===== config.mk =====
export PLATFORM = sky130hd
export DESIGN_NAME = snr_accum
export DESIGN_NICKNAME = d
export VERILOG_FILES = /design/src/hw/rtl/snr_pkg.sv /design/src/hw/rtl/snr_accum.sv
export SDC_FILE = /design/constraint.sdc
export NUM_CORES = 2
export LEC_CHECK = 0
export ABC_AREA = 0
export BUFFER_PORTS_ARGS = -buffer_cell sky130_fd_sc_hd__clkbuf_2
export CAP_MARGIN = 20
export CORE_MARGIN = 1.5
export CORE_UTILIZATION = 35
export CTS_BUF_LIST = sky130_fd_sc_hd__clkbuf_4
export DETAILED_ROUTE_END_ITERATION = 12
export PLACE_DENSITY = 0.48
export SLEW_MARGIN = 20
export SYNTH_ARGS = -nofsm -noshare
export SYNTH_HDL_FRONTEND = slang
export SYNTH_SLANG_ARGS = --single-unit

===== constraint.sdc =====
create_clock -name aclk -period 14.1 [get_ports aclk]
set_input_delay 2.82 -clock aclk [delete_from_list [all_inputs] [get_ports aclk]]
set_output_delay 2.82 -clock aclk [all_outputs]
set_load 0.05 [all_outputs]

===== src/hw/rtl/snr_pkg.sv =====
// ----------------------------------------------------------------------------
// snr_pkg: shared constants and types for the SNR meter
// Status codes, log and dB scaling constants, and the front/back queue entry.
// ----------------------------------------------------------------------------
package snr_pkg;

    localparam int SAMPLE_BITS_DEF     = 16;
    localparam int RUN_LENGTH_LOG2_DEF = 16;

    localparam int LOG_FRAC_BITS = 20;
    localparam int DB_K          = 197283;
    localparam int DB_SHIFT      = 28;
    localparam int DB_MAG_CAP    = 40000;

    localparam logic [1:0] ST_NORMAL     = 2'd0;
    localparam logic [1:0] ST_NOISE_ZERO = 2'd1;
    localparam logic [1:0] ST_SIG_ZERO   = 2'd2;

    localparam logic signed [15:0] DB_MAX = 16'sh7FFF;
    localparam logic signed [15:0] DB_MIN = -16'sh8000;

    // One closed run handed from the accumulator to the log unit.
    typedef struct packed {
        logic [63:0] sig_e;
        logic [63:0] noise_e;
    } snr_run_t;

endpackage


===== src/hw/rtl/snr_accum.sv =====
// ----------------------------------------------------------------------------
// snr_accum: front end of the SNR meter
// Takes one sample pair per cycle while the two-entry queue is not full,
// squares, accumulates with saturation, queues the closed run on the last pair.
// ----------------------------------------------------------------------------
module snr_accum #(
    parameter int SAMPLE_BITS     = snr_pkg::SAMPLE_BITS_DEF,
    parameter int RUN_LENGTH_LOG2 = snr_pkg::RUN_LENGTH_LOG2_DEF
) (
    input  logic                          aclk,
    input  logic                          aresetn,
    input  logic                          s_valid,
    output logic                          s_ready,
    input  logic signed [SAMPLE_BITS-1:0] s_clean_sample,
    input  logic signed [SAMPLE_BITS-1:0] s_noisy_sample,
    input  logic                          s_last_sample,
    output logic                          q_valid,
    input  logic                          q_ready,
    output snr_pkg::snr_run_t             q_data
);
    localparam int SW = 2 * SAMPLE_BITS + RUN_LENGTH_LOG2;
    localparam int NW = 2 * (SAMPLE_BITS + 1) + RUN_LENGTH_LOG2;
    localparam int SWC = (SW > 64) ? 64 : SW;
    localparam int NWC = (NW > 64) ? 64 : NW;
    localparam int PW  = 2 * (SAMPLE_BITS + 1);

    logic [SWC-1:0] sig_reg, sig_next;
    logic [NWC-1:0] noise_reg, noise_next;
    snr_pkg::snr_run_t q_mem [2];
    logic       wr_ptr_reg, rd_ptr_reg;
    logic [1:0] cnt_reg;

    logic signed [SAMPLE_BITS:0] diff;
    logic [SAMPLE_BITS:0]        ca, da;
    logic [PW-1:0]               csq, dsq;
    logic [SWC:0]                sig_sum;
    logic [NWC:0]                noise_sum;
    logic                        push, pop;

    // Absolute values and squares of the reference and the noise.
    always_comb begin
        diff = {s_noisy_sample[SAMPLE_BITS-1], s_noisy_sample}
             - {s_clean_sample[SAMPLE_BITS-1], s_clean_sample};
        ca = s_clean_sample[SAMPLE_BITS-1]
           ? (SAMPLE_BITS+1)'(-{s_clean_sample[SAMPLE_BITS-1], s_clean_sample})
           : {1'b0, s_clean_sample};
        da = diff[SAMPLE_BITS] ? (SAMPLE_BITS+1)'(-diff) : diff;
        csq = PW'(ca * ca);
        dsq = PW'(da * da);
        sig_sum   = {1'b0, sig_reg} + (SWC+1)'(csq);
        noise_sum = {1'b0, noise_reg} + (NWC+1)'(dsq);
    end

    assign s_ready = (cnt_reg != 2'd2);
    assign push    = s_valid && s_ready && s_last_sample;
    assign pop     = q_valid && q_ready;
    assign q_valid = (cnt_reg != 2'd0);
    assign q_data  = q_mem[rd_ptr_reg];

    // Saturating accumulation; the sums clear after the last pair.
    always_comb begin
        sig_next   = sig_sum[SWC] ? '1 : sig_sum[SWC-1:0];
        noise_next = noise_sum[NWC] ? '1 : noise_sum[NWC-1:0];
    end

    always_ff @(posedge aclk) begin
        if (!aresetn) begin
            sig_reg    <= '0;
            noise_reg  <= '0;
            wr_ptr_reg <= 1'b0;
            rd_ptr_reg <= 1'b0;
            cnt_reg    <= 2'd0;
        end else begin
            if (s_valid && s_ready) begin
                sig_reg   <= s_last_sample ? '0 : sig_next;
                noise_reg <= s_last_sample ? '0 : noise_next;
            end
            if (push) begin
                q_mem[wr_ptr_reg] <= '{sig_e: 64'(sig_next), noise_e: 64'(noise_next)};
                wr_ptr_reg        <= ~wr_ptr_reg;
            end
            if (pop) rd_ptr_reg <= ~rd_ptr_reg;
            cnt_reg <= cnt_reg + 2'(push) - 2'(pop);
        end
    end
endmodule


# After elaboration in Yosys (flattened, before gate mapping)
# Memory sizes are Yosys's and may differ from the RTL's. A register that Yosys moved wholly into a read port is not among the register bits.
# Cells that the tools add are included.
op_classes:
  add_sub_neg: 7
  multipliers: 2
  eq_ne: 1
  mux: 11
  bitwise_logic: 2
  reduce_logical: 4
op_table:
  columns: ["op", "count"]
  rows:
  - ["$mux W50", 2]
  - ["$mux W48", 2]
  - ["$mul A17 B17 Y34", 2]
  - ["$add A50 B34 Y51", 1]
  - ["$add A48 B34 Y49", 1]
  - ["$mux W17", 2]
  - ["$neg A17 Y17", 2]
  - ["$sub A16 B16 Y17", 1]
  - ["$mux W1", 5]
  - ["$logic_and A1 B1 Y1", 3]
  - ["$add A2 B1 Y2", 1]
  - ["$ne A2 B2 Y1 const B", 1]
  - ["$not A1 Y1", 2]
  - ["$reduce_bool A2 Y1", 1]
  - ["$sub A2 B1 Y2", 1]
word_totals:
  reg_bits: 102
  ramBits: 196
  out_inout_bits: 130
  word_cells: 33
  mem_count: 1
mem_list:
  columns: ["name", "words", "width", "read_ports", "rd_clocked_by_memory_dff", "wr", "line", "source"]
  rows:
  - ["q_mem", 2, 98, 1, 1, 1, "snr_accum.sv:29", "snr_pkg::snr_run_t q_mem [2];"]

# Depth between registers and ports, before layout
depth:
  word_depth: 7
  ltp_mapped: 38

# Worst setup path before layout
# OpenSTA, ideal clock, no wires.
synth_timing:
  kind: "input to register"
  from: "input s_noisy_sample[0]"
  to: "memory q_mem[0][32] (netlist bit), data pin"
  t_arrival_ps: 11360
  path_slack_ps: 2467
  path_stages: 37
  n_path_buf: 4
  path_cell_list: "inv_1 ha_1 fa_1 nand2b_1 a211oi_4 nor4_1 a2111oi_4 nand3_2 a211oi_1 a21oi_1 xnor2_1 inv_1 buf_2 nand2_1 inv_1 ha_1 xnor2_1 fa_1 fa_1 inv_1 fa_1 fa_1 inv_1 fa_1 inv_1 ha_1 and3_1 and2_1 and3_1 a311o_1 a21oi_1 a211oi_1 o21ai_0 clkbuf_1 buf_2 buf_1 nand2_1"
synth_between:
  elab_chain_len: 6
synth_lines:
  columns: ["item", "line", "source"]
  rows:
  - ["start, declared", "snr_accum.sv:15", "input logic signed [SAMPLE_BITS-1:0] s_noisy_sample,"]
  - ["$sub A16 B16 Y17 *", "snr_accum.sv:43", "- {s_clean_sample[SAMPLE_BITS-1], s_clean_sample};"]
  - ["$neg A17 Y17", "snr_accum.sv:47", "da = diff[SAMPLE_BITS] ? (SAMPLE_BITS+1)'(-diff) : diff;"]
  - ["$mux W17 *", "snr_accum.sv:47", null]
  - ["$mul A17 B17 Y34 *", "snr_accum.sv:49", "dsq = PW'(da * da);"]
  - ["$add A50 B34 Y51 *", "snr_accum.sv:51", "noise_sum = {1'b0, noise_reg} + (NWC+1)'(dsq);"]
  - ["$mux W50 *", "snr_accum.sv:63", "noise_next = noise_sum[NWC] ? '1 : noise_sum[NWC-1:0];"]
  - ["named net noise_next[32]", "snr_accum.sv:28", "logic [NWC-1:0] noise_reg, noise_next;"]
  - ["end, declared", "snr_accum.sv:29", null]
# Mark *: on every way through the listed nets, which the timed path passes. The rest lies on a longest branch.

# Worst setup path in the final report
layout_timing:
  from: "input s_noisy_sample[0]"
  to: "memory q_mem[0][46] (netlist bit), data pin"
# The elaborated chain is that of the path after synthesis.

==> results.toml <==
[synthesis]
yosysWarnings = 0
synth_ff_type = "edfxtp_1"
syn_avg_cell_area_um2 = 9.896
syn_inst = 3223
synth_edf_count = 196
netlist_area_um2 = 31890
synth_cell_types = 92
ys_ff_latch = 299
async_flop_share_pct = 0
synth-seq-area-share_pct = 24.92

[clocking]
clk_pin_slew_ns = 0.07
post_cts_resized = 0
cts_buffers = 80
htreeDepth = 3
postCtsSetupBuffers = 0
clockBufferDepth = 3
cts_hold_buf = 0
clk_latency_ns = 0.81
clock-sinks = 299
cts_tree = "yes"
root_buffer = "clkbuf_4"

[setup_path]
critPathMaxFanout = 11
crit_path_start_kind = "input pin"
cp_slowest_stage_delay_ns = 0.67
crit_slowest_cell = "a211oi_1"
crit_required_ns = 14.63
reg2reg_depth = 20
worst_ep_arrival_time_ns = 12.86
critical_path_class = "in -> reg"
crit_path_end_kind = "register"

[sta]
final-max-slew-violation-count = 0
fin_crit_sh_pct = 87.50
tns_ns = 0
grt_setup_unrepaired = "no"
min_period_ns = 12.34
slew_headroom_pct = 30.04
hold_violations = 0
tightestPinTransition_ns = 1.042
fmax_ghz = 0.08105
fin_ws_ns = 1.762
finClkSkew_ns = 0.07609
setup_viol = 0

[route]
drc = 0
drt_iter0_markers = 1180
avgRoutedWirePerCell_um = 17.74
wl_um = 83170
dr.pass1.iters = 5
vias_per_cell = 4.756
vias = 22300
postRouteAntennaNets = 0

[floorplanning]
initial_utilization_pct = 35.38
rows = 110
dieArea_um2 = 92950
fp.dieH_um = 304.9
die_x_um = 304.9
ios = 167
core_um2 = 90150

[place]
dpl.hpwl_um = 67300
globalplace.congestion = 0.8494
placed_cell_area_um2 = 34130
port_buffers = 136
pre_cts_ws_ns = 0.8945

[layout]
largest_register_ffs = 196
synthToLayoutAreaGrowth_pct = 10.47
drive_gt1_share_pct = 13.65
final_area_um2 = 35230
nets = 4172

[grt]
grt_pass1_wl_um = 132600
grt_max_degree = 59
grt_pass1_vias = 23190
antenna_found_initial = 4
grt_util_all_layers_pct = 18.18
grt_overflow_total = 0

[min_path]
whs_path_depth = 2
min_path_type = "reg -> reg"

[run_status]
status = "finished, final reports clean"

[run]
drv_cap = 0
stage by stage:
stage / instances / utilization (%) / hold slack, ns
after floorplan: 3300 / - / 0.4410
after global placement: 4538 / 37.86 / 0.4574
final: 4689 / 39.08 / 0.4695
after global routing: 4687 / 39.08 / 0.4953
after detailed placement: 4538 / 37.86 / 0.4591
after CTS: 4685 / 39.06 / 0.4782
cell type report:
class / count / area [um2]
Timing Repair Buffer: 179 / 1016
Clock buffer: 127 / 953.4
Fill cell: 9193 / 54920
Multi-Input combinational cell: 2123 / 20850
Sequential cell: 299 / 7951
Antenna cell: 4 / 10.01
Tap cell: 1176 / 1471
Clock inverter: 20 / 127.6
Inverter: 761 / 2856
cell families after synthesis:
logic type,share of synthesized area (%)
AO/OA/AOI/OAI,9.144
XOR/XNOR,3.425
adder cells (fa/ha/maj),37.65
buffers and inverters,10.75
flip-flops,24.92
multiplexers,3.633
other,0.02355
AND/OR/NAND/NOR,10.45
worst paths after layout:
kind | startpoint | endpoint | slack (ns)
max | s_noisy_sample[0] | q_mem[0][46] | 1.76
max reg2reg | sig_reg[9] | sig_reg[46] | 7.37
min reg2reg | noise_reg[2] | noise_reg[2] | 0.47
min | noise_reg[2] | noise_reg[2] | 0.47
placed cells by master (no fill, tap or decap), drive strengths merged, types with 26 or more instances in the layout:
cell type    n
a22o        47
fa         448
buf         43
nor3        26
o21ai       77
nand2      297
xor2        43
clkbuf     263
xnor2       80
edfxtp     196
nand2b      29
mux2       102
a21o        42
nand3       35
ha         243
a21oi       91
nor2       171
conb        79
dfxtp      103
inv        752
nor2b       36
worst max-delay path: cells and delay by family:
| family | cells | cell delay [ns] |
|---|---|---|
| buf+inv | 8 | 0.88 |
| compound gates | 6 | 2.22 |
| simple gates | 11 | 2.30 |
| fa+ha+maj | 9 | 3.87 |
| xor+xnor | 2 | 0.74 |
cell usage after synthesis, types with 24 or more instances:
| cell type | n | area [um2] |
|---|---|---|
| inv_1 | 748 | 2808 |
| fa_1 | 448 | 8969 |
| nand2_1 | 297 | 1115 |
| ha_1 | 243 | 3040 |
| edfxtp_1 | 196 | 5886 |
| nor2_1 | 169 | 634.4 |
| dfxtp_1 | 103 | 2062 |
| mux2_2 | 102 | 1149 |
| a21oi_1 | 91 | 455.4 |
| xnor2_1 | 78 | 683.2 |
| clkbuf_1 | 76 | 285.3 |
| o21ai_0 | 76 | 380.4 |
| a22o_1 | 47 | 411.6 |
| xor2_1 | 43 | 376.6 |
| a21o_1 | 42 | 315.3 |
| nand3_1 | 34 | 170.2 |
| nor2b_1 | 34 | 212.7 |
| buf_4 | 31 | 232.7 |
| nand2b_1 | 29 | 181.4 |
| nor3_1 | 24 | 120.1 |
routing by layer:
layer,GRT usage [%],up-vias,routed length (um)
li1,-,10690,-
met1,27.29,11070,42130
met2,27.83,480,36210
met3,2.475,63,3771
met4,3.640,0,1057
met5,0,-,0
Power is not shown: default switching activity piles up to over one toggle a cycle in this logic, so the estimate is an artifact.
