## src/hw/rtl/snr_pkg.sv

```systemverilog
// ----------------------------------------------------------------------------
// snr_pkg: shared constants and types for the SNR meter
// Status codes, log and dB scaling constants, and the front/back queue entry.
// ----------------------------------------------------------------------------
package snr_pkg;

    localparam int SAMPLE_BITS_DEF     = 16;
    localparam int RUN_LENGTH_LOG2_DEF = 16;

    localparam int LOG_FRAC_BITS = 20;
    localparam int DB_K          = 197283;
    localparam int DB_SHIFT      = 28;
    localparam int DB_MAG_CAP    = 40000;

    localparam logic [1:0] ST_NORMAL     = 2'd0;
    localparam logic [1:0] ST_NOISE_ZERO = 2'd1;
    localparam logic [1:0] ST_SIG_ZERO   = 2'd2;

    localparam logic signed [15:0] DB_MAX = 16'sh7FFF;
    localparam logic signed [15:0] DB_MIN = -16'sh8000;

    // One closed run handed from the accumulator to the log unit.
    typedef struct packed {
        logic [63:0] sig_e;
        logic [63:0] noise_e;
    } snr_run_t;

endpackage

```

## src/hw/rtl/snr_log.sv

```systemverilog
// ----------------------------------------------------------------------------
// snr_log: back end of the SNR meter
// Sequencer with one shared squaring unit: leading-one search, normalize,
// 20 fraction squarings per energy, then dB scaling, rounding and saturation.
// ----------------------------------------------------------------------------
module snr_log (
    input  logic                     aclk,
    input  logic                     aresetn,
    input  logic                     q_valid,
    output logic                     q_ready,
    input  snr_pkg::snr_run_t        q_data,
    output logic                     m_valid,
    input  logic                     m_ready,
    output logic signed [15:0]       m_snr_db,
    output logic [1:0]               m_status
);
    localparam logic [2:0] S_IDLE = 3'd0;
    localparam logic [2:0] S_NORM = 3'd1;
    localparam logic [2:0] S_SQR  = 3'd2;
    localparam logic [2:0] S_MUL  = 3'd3;
    localparam logic [2:0] S_RND  = 3'd4;
    localparam logic [2:0] S_OUT  = 3'd5;

    logic [2:0]  state_reg;
    logic [63:0] sig_reg, noise_reg;
    logic        which_reg;          // 0: signal, 1: noise
    logic [5:0]  exp_reg;
    logic [32:0] m_reg;
    logic [4:0]  it_reg;
    logic [25:0] ls_reg, ln_reg;
    logic [27:0] dmag_reg;
    logic        neg_reg;
    logic [45:0] prod_reg;
    logic signed [15:0] db_reg;
    logic [1:0]  st_reg;

    logic [63:0] x;
    logic [5:0]  lead;
    logic [63:0] mq;
    logic [65:0] sq;
    logic [32:0] msq;
    logic [26:0] ldiff;
    logic [46:0] rnd;
    logic [18:0] mag;

    assign x = which_reg ? noise_reg : sig_reg;

    // Leading-one position of the current energy.
    always_comb begin
        lead = '0;
        for (int i = 0; i < 64; i++) begin
            if (x[i]) lead = 6'(i);
        end
        if (lead > 6'd31) mq = x >> (lead - 6'd31);
        else              mq = x << (6'd31 - lead);
    end

    // One squaring step of the fraction loop.
    always_comb begin
        sq  = 66'(m_reg) * 66'(m_reg);
        msq = 33'(sq >> 31);
    end

    always_comb begin
        ldiff = {1'b0, ls_reg} - {1'b0, ln_reg};
        rnd   = {1'b0, prod_reg} + (47'(1) << (snr_pkg::DB_SHIFT - 1));
        mag   = 19'(rnd >> snr_pkg::DB_SHIFT);
    end

    assign q_ready  = (state_reg == S_IDLE);
    assign m_valid  = (state_reg == S_OUT);
    assign m_snr_db = db_reg;
    assign m_status = st_reg;

    always_ff @(posedge aclk) begin
        if (!aresetn) begin
            state_reg <= S_IDLE;
        end else begin
            unique case (state_reg)
                S_IDLE: begin
                    if (q_valid) begin
                        sig_reg   <= q_data.sig_e;
                        noise_reg <= q_data.noise_e;
                        which_reg <= 1'b0;
                        if (q_data.noise_e == '0) begin
                            db_reg    <= snr_pkg::DB_MAX;
                            st_reg    <= snr_pkg::ST_NOISE_ZERO;
                            state_reg <= S_OUT;
                        end else if (q_data.sig_e == '0) begin
                            db_reg    <= snr_pkg::DB_MIN;
                            st_reg    <= snr_pkg::ST_SIG_ZERO;
                            state_reg <= S_OUT;
                        end else begin
                            st_reg    <= snr_pkg::ST_NORMAL;
                            state_reg <= S_NORM;
                        end
                    end
                end
                S_NORM: begin
                    exp_reg   <= lead;
                    m_reg     <= mq[32:0];
                    it_reg    <= '0;
                    state_reg <= S_SQR;
                end
                S_SQR: begin
                    // Fraction bits collect in the low part of the log word.
                    if (msq[32]) m_reg <= msq >> 1;
                    else         m_reg <= msq;
                    if (!which_reg) ls_reg <= {exp_reg, (ls_reg[18:0]), msq[32]};
                    else            ln_reg <= {exp_reg, (ln_reg[18:0]), msq[32]};
                    it_reg <= it_reg + 5'd1;
                    if (it_reg == 5'(snr_pkg::LOG_FRAC_BITS - 1)) begin
                        if (!which_reg) begin
                            which_reg <= 1'b1;
                            state_reg <= S_NORM;
                        end else begin
                            state_reg <= S_MUL;
                        end
                    end
                end
                S_MUL: begin
                    neg_reg   <= ldiff[26];
                    dmag_reg  <= ldiff[26] ? 28'(-{ldiff[26], ldiff}) : 28'(ldiff);
                    state_reg <= S_RND;
                    prod_reg  <= '0;
                end
                S_RND: begin
                    if (prod_reg == '0 && dmag_reg != '0) begin
                        prod_reg <= 46'(dmag_reg) * 46'(snr_pkg::DB_K);
                    end else begin
                        if (neg_reg)
                            db_reg <= (mag >= 19'd32768) ? snr_pkg::DB_MIN : 16'(-mag);
                        else
                            db_reg <= (mag >= 19'd32767) ? snr_pkg::DB_MAX : 16'(mag);
                        state_reg <= S_OUT;
                    end
                end
                S_OUT: begin
                    if (m_ready) state_reg <= S_IDLE;
                end
                default: state_reg <= S_IDLE;
            endcase
        end
    end
endmodule

```

## config.mk

```make
export PLATFORM = sky130hd
export DESIGN_NAME = snr_log
export DESIGN_NICKNAME = d
export VERILOG_FILES = /design/src/hw/rtl/snr_pkg.sv /design/src/hw/rtl/snr_log.sv
export SDC_FILE = /design/constraint.sdc
export NUM_CORES = 2
export LEC_CHECK = 0
export BUFFER_PORTS_ARGS = -buffer_cell sky130_fd_sc_hd__buf_2
export CELL_PAD_IN_SITES_DETAIL_PLACEMENT = 1
export CELL_PAD_IN_SITES_GLOBAL_PLACEMENT = 1
export CORE_MARGIN = 3
export CORE_UTILIZATION = 52
export CTS_CLUSTER_SIZE = 20
export DETAILED_ROUTE_END_ITERATION = 8
export PLACE_DENSITY_LB_ADDON = 0.08
export SLEW_MARGIN = 20
export SYNTH_ARGS = -nofsm -noshare
export SYNTH_HDL_FRONTEND = slang
export SYNTH_SLANG_ARGS = --single-unit
```

## constraint.sdc

```tcl
create_clock -name aclk -period 10.5 [get_ports aclk]
set_input_delay 1.575 -clock aclk [delete_from_list [all_inputs] [get_ports aclk]]
set_output_delay 1.575 -clock aclk [all_outputs]
set_load 0.01 [all_outputs]
```

* Yosys cells after proc, flatten, opt, wreduce, memory -nomap -nowiden
Index checks and enable logic that the tools add are counted.
** Cells by class
- Add/sub/neg operators :: 7
- Multiply operators :: 2
- Shift-type cells :: 2
- Multiplexer cells :: 91
- Bitwise gates (word level) :: 1
- Reductions and logical operators :: 20
- Order comparisons :: 3
- Eq/ne operators :: 12
** Operator list (count)
- 6-bit 2-to-1 mux :: 59
- 64-bit zero test :: 2
- 16-bit 2-to-1 mux :: 7
- 46-bit case mux with 2 select lines :: 1
- 33-bit case mux with 2 select lines :: 1
- 33-bit by 33-bit multiplier with 64-bit output :: 1
- 64-bit 2-to-1 mux :: 1
- 64-bit by 6-bit << shifter with 33-bit output :: 1
- 64-bit by 6-bit >> shifter with 33-bit output :: 1
- 46-bit by 28-bit adder with 47-bit output, second input constant :: 1
- 46-bit zero test :: 1
- 28-bit by 18-bit multiplier with 46-bit output, second input constant :: 1
- 46-bit 2-to-1 mux :: 1
- 33-bit 2-to-1 mux :: 1
- 32-bit 2-to-1 mux :: 1
- 16-bit case mux with 2 select lines :: 1
- 28-bit negation :: 1
- 28-bit nonzero test :: 1
- 26-bit by 26-bit subtractor with 27-bit output :: 1
- 26-bit 2-to-1 mux :: 1
- 3-bit 2-to-1 mux :: 7
- 19-bit by 15-bit >= comparator with 1-bit output, second input constant :: 1
- 19-bit by 16-bit >= comparator with 1-bit output, second input constant :: 1
- 3-bit case mux with 6 select lines :: 1
- 24 further kinds :: 43
** Storage, ports and cells
- Bits of input ports :: 132
- Output and inout port bits :: 20
- Logic and storage cells :: 153
- Register bits :: 321

* Logic depth before layout (Yosys ltp)
- Word-level depth :: 68
- Depth in mapped cells :: 36
- Mapped depth without buffers :: 32

* Worst setup path before layout
Ideal clock, no wire load.
- Kind :: reg2reg
- From :: register m_reg[2]
- To :: register m_reg[23] (data pin)
- Period minus slack after synthesis :: 8503 ps
- Path slack :: 1997 ps
- Arrival time :: 8233 ps
- Required time :: 10229 ps
- Cell stages (with the launch flop) :: 33
- Buffers on the path :: 4
- Library setup time :: 271 ps
- Cells stage by stage :: edfxtp_1 -> inv_1 -> clkbuf_1 -> nor2_1 -> fa_1 -> inv_1 -> fa_1 -> fa_1 -> inv_1 -> fa_1 -> fa_1 -> inv_1 -> fa_1 -> inv_1 -> fa_1 -> fa_1 -> ha_1 -> a21o_1 -> a21o_1 -> a211o_1 -> o211ai_1 -> o211ai_1 -> o211a_1 -> clkbuf_1 -> o211ai_1 -> a21oi_1 -> o22ai_1 -> xnor2_1 -> clkbuf_1 -> clkbuf_1 -> o21ai_0 -> a21oi_1 -> a21oi_1
** Between the ends
- Word-level cells in the longest chain between the ends :: 3
** Ends and longest elaborated chain
- start, declared :: line snr_log.sv:28 : logic [32:0] m_reg;
- start signal, assigned :: line snr_log.sv:101 : m_reg <= mq[32:0];
- start signal, assigned :: line snr_log.sv:107 : if (msq[32]) m_reg <= msq >> 1;
- start signal, assigned :: line snr_log.sv:108 : else m_reg <= msq;
- 33-bit by 33-bit multiplier with 64-bit output :: line snr_log.sv:60 : sq = 66'(m_reg) * 66'(m_reg);
- 32-bit 2-to-1 mux :: line snr_log.sv:107
- 33-bit case mux with 2 select lines :: line snr_log.sv:79 : unique case (state_reg)
Every way passes these cells.
A chain may end at the register's enable or synchronous reset.

* Worst setup path after layout
- From :: register m_reg[2]
- To :: register m_reg[8] (data pin)
Same word-level chain as after synthesis.

==> results_dict.tcl <==
set metrics [dict create \
    run_status "complete, no violations" \
    hp-class "reg -> reg" \
    ys_seq_elements 321 \
    r2r_slack_ns 0.39 \
    finalWeightedCongestion 0.949 \
    period_needed_ns 10.11 \
    drc 0 \
    slew_headroom 0.266 \
    number_of_violations_reported_at_the_end_of_detailed_routing_iteration_0 3086 \
    tritoncts "done" \
    synth_top_flop_cell "sky130_fd_sc_hd__edfxtp_1" \
    placedInstanceArea_um2 60100 \
    worst-setup-path-type "reg -> reg" \
    cts_made_buffers 38 \
    floorplan.rows 121 \
    design.final.nets 7534 \
    initial_utilization 0.527 \
    cts.path.max_buffers 3 \
    place.port_buffers 151 \
    finish.instance_area_um2 61300 \
    crit_path_max_incr_delay_ns 0.73 \
    timing.rr.end "m_reg[8]" \
    ports 152 \
    count_of_flip_flops_with_a_built_in_enable_after_synthesis 318 \
    critPathCaptureType "flip-flop" \
    grt-ovfl-total 0 \
    min_path_cells 0 \
    reg2regPathDepth 30 \
    cap_violations 0 \
    timing.rr.start "m_reg[2]" \
    timing_max_transition_violations_final 0 \
    capture_endpoint_of_the_worst_hold_path "ln_reg[11]" \
    finish.utilization 0.561 \
    clk_latency_ns 0.61 \
    synthDistinctLibCells 101 \
    floorplan.die_area_um2 115000 \
    core-area_um2 109000 \
    crit_path_frequent_cell "sky130_fd_sc_hd__fa_1" \
    synth_area_um2 57600 \
    die-width_um 339 \
    hold_path_startpoint "ln_reg[10]" \
    drtAntennaViolNets 0 \
    grt_first_pass_wirelength_um 286000 \
    track_usage 0.322 \
    post-synth-top-area-fraction 0.336 \
    cts_sinks 321 \
    vias 42993 \
    timing.final.hold_violations 0 \
    crit_required_ns 10.87 \
    synth_instances 5834 \
    post_dp_hpwl_um 151000 \
    drtPass1Iterations 6 \
    syn-num-nets 7447 \
    synth_seq_area_share 0.167 \
    clk_pin_slew_ns 0.08 \
    max_freq_mhz 98.9 \
    tightestPinTransition_ns 1.10 \
    postCtsSetupBuffers 0 \
    chipHeight_um 339 \
    cts-root-buf "sky130_fd_sc_hd__clkbuf_16" \
    period_share 0.963 \
    cts.htree.levels 2 \
    fraction_of_final_layout_cells_sized_beyond_drive_strength_1 0.0793 \
    synth.avg_cell_area_um2 9.87 \
    grt_antenna_before_repair 3 \
    first_global_vias 48642 \
    grt_start_max_net_pins 151 \
    synthTopCellsByArea "sky130_fd_sc_hd__fa_1, sky130_fd_sc_hd__edfxtp_1, sky130_fd_sc_hd__ha_1" \
    fin_skew_ns 0.0362 \
    setup_violations 0 \
    via_per_inst 5.79 \
    worst-endpoint-arrival_ns 10.48 \
    async_set_or_reset_flop_fraction_in_the_synthesized_netlist 0 \
    areaGrowthSynthToFinish_pct 6.54 \
    slowest_stage "sky130_fd_sc_hd__edfxtp_1" \
    synth_area_leader_cell "sky130_fd_sc_hd__fa_1" \
    total_negative_slack_for_setup_checks_ns 0 \
    synth_warnings 0 \
    routed_wire_length_per_instance_um 24.5 \
    path_max_fanout 38 \
    cp-start-kind "flip-flop" \
    grt_setup_unrepaired "false" \
    wirelength_um 182000 \
]
[cells in the mapped netlist, types with 27 or more instances]
cell                       number
sky130_fd_sc_hd__nor2_1       295
sky130_fd_sc_hd__and2_1       228
sky130_fd_sc_hd__mux2_2        59
sky130_fd_sc_hd__nor4_1        66
sky130_fd_sc_hd__nand2_1      422
sky130_fd_sc_hd__o21a_1        27
sky130_fd_sc_hd__fa_1         967
sky130_fd_sc_hd__a211oi_1      30
sky130_fd_sc_hd__a21oi_1      183
sky130_fd_sc_hd__clkbuf_1     152
sky130_fd_sc_hd__o211ai_1      28
sky130_fd_sc_hd__nor3_1        74
sky130_fd_sc_hd__mux2i_1      238
sky130_fd_sc_hd__nor2b_1       29
sky130_fd_sc_hd__and3_1        42
sky130_fd_sc_hd__edfxtp_1     318
sky130_fd_sc_hd__nand2b_1      36
sky130_fd_sc_hd__xnor2_1       72
sky130_fd_sc_hd__xor2_1        64
sky130_fd_sc_hd__a21o_1        49
sky130_fd_sc_hd__inv_1       1289
sky130_fd_sc_hd__nand3_1       72
sky130_fd_sc_hd__o21ai_0      128
sky130_fd_sc_hd__mux4_2        31
sky130_fd_sc_hd__ha_1         514
[through the flow]
| step | hold WS, ns | setup slack (ns) | cells |
|---|---|---|---|
| finish | 0.451 | 0.389 | 7428 |
| global route | 0.467 | 0.0677 | 7426 |
| CTS | 0.452 | 0.415 | 7426 |
| detailed placement | 0.438 | 0.461 | 7357 |
| global placement | 0.430 | 0.809 | 7357 |
| floorplan | 0.421 | 2.00 | 5834 |
[critical path: cells and delay by family, from the launching register on]
| kind | cells | cell delay (ns) |
|---|---|---|
| AO/OA/AOI/OAI | 11 | 3.61 |
| XOR/XNOR | 1 | 0.18 |
| adder cells (fa/ha/maj) | 9 | 3.83 |
| buffers and inverters | 7 | 1.26 |
| flip-flops | 1 | 0.73 |
| AND/OR/NAND/NOR | 2 | 0.22 |
[how the worst max path moves through the flow]
stage	from	to	slack, ns	cells after the start
floorplan	m_reg[2]	m_reg[23]	2.00	32
global placement	m_reg[6]	m_reg[8]	0.81	26
detailed placement	m_reg[2]	m_reg[8]	0.46	30
CTS	m_reg[2]	m_reg[28]	0.41	31
global route	m_reg[2]	m_reg[28]	0.07	31
finish	m_reg[2]	m_reg[8]	0.39	30
[cells in the final DEF (no fill, tap or decap), drive strengths merged, types with 31 or more instances in the layout]
master,instances
inv,1296
fa,967
ha,514
nand2,422
edfxtp,318
nor2,296
buf,259
mux2i,240
and2,228
a21oi,183
o21ai,138
nor3,74
nand3,73
xnor2,73
nor4,67
xor2,65
mux2,64
a21o,49
clkbuf,44
and3,42
nand2b,36
mux4,31
[kinds of logic after synthesis]
group	synth area share
flops	0.167
buf+inv	0.102
other cells	0.0000652
fa+ha+maj	0.448
simple gates	0.118
xor+xnor	0.0215
compound gates	0.0766
mux	0.0667
[cell type report]
class | instances | area (µm²)
diodes | 2 | 5.00
clock buffers | 44 | 973
clock inverters | 25 | 205
fillers | 12330 | 48000
inverters | 1298 | 4870
multi-input cells | 4003 | 42200
flip-flops and latches | 321 | 9610
well taps | 1476 | 1850
repair buffers | 259 | 1620
[per-layer routing]
layer  wire length [µm]  share of wire  GRT usage
met5                  0              0          0
met4               5970          0.033     0.0931
met3              10800          0.059     0.0454
met2              91000           0.50      0.562
met1              74400           0.41      0.419
[timing repair]
action / in CTS / in global routing
setup endpoints to repair: 0 / 2
gates resized for setup: 0 / 1
hold buffers: 0 / 0
Power is left out: the tool's default activity adds up to more than one toggle a clock period on the data nets, which glitch-free logic cannot reach.
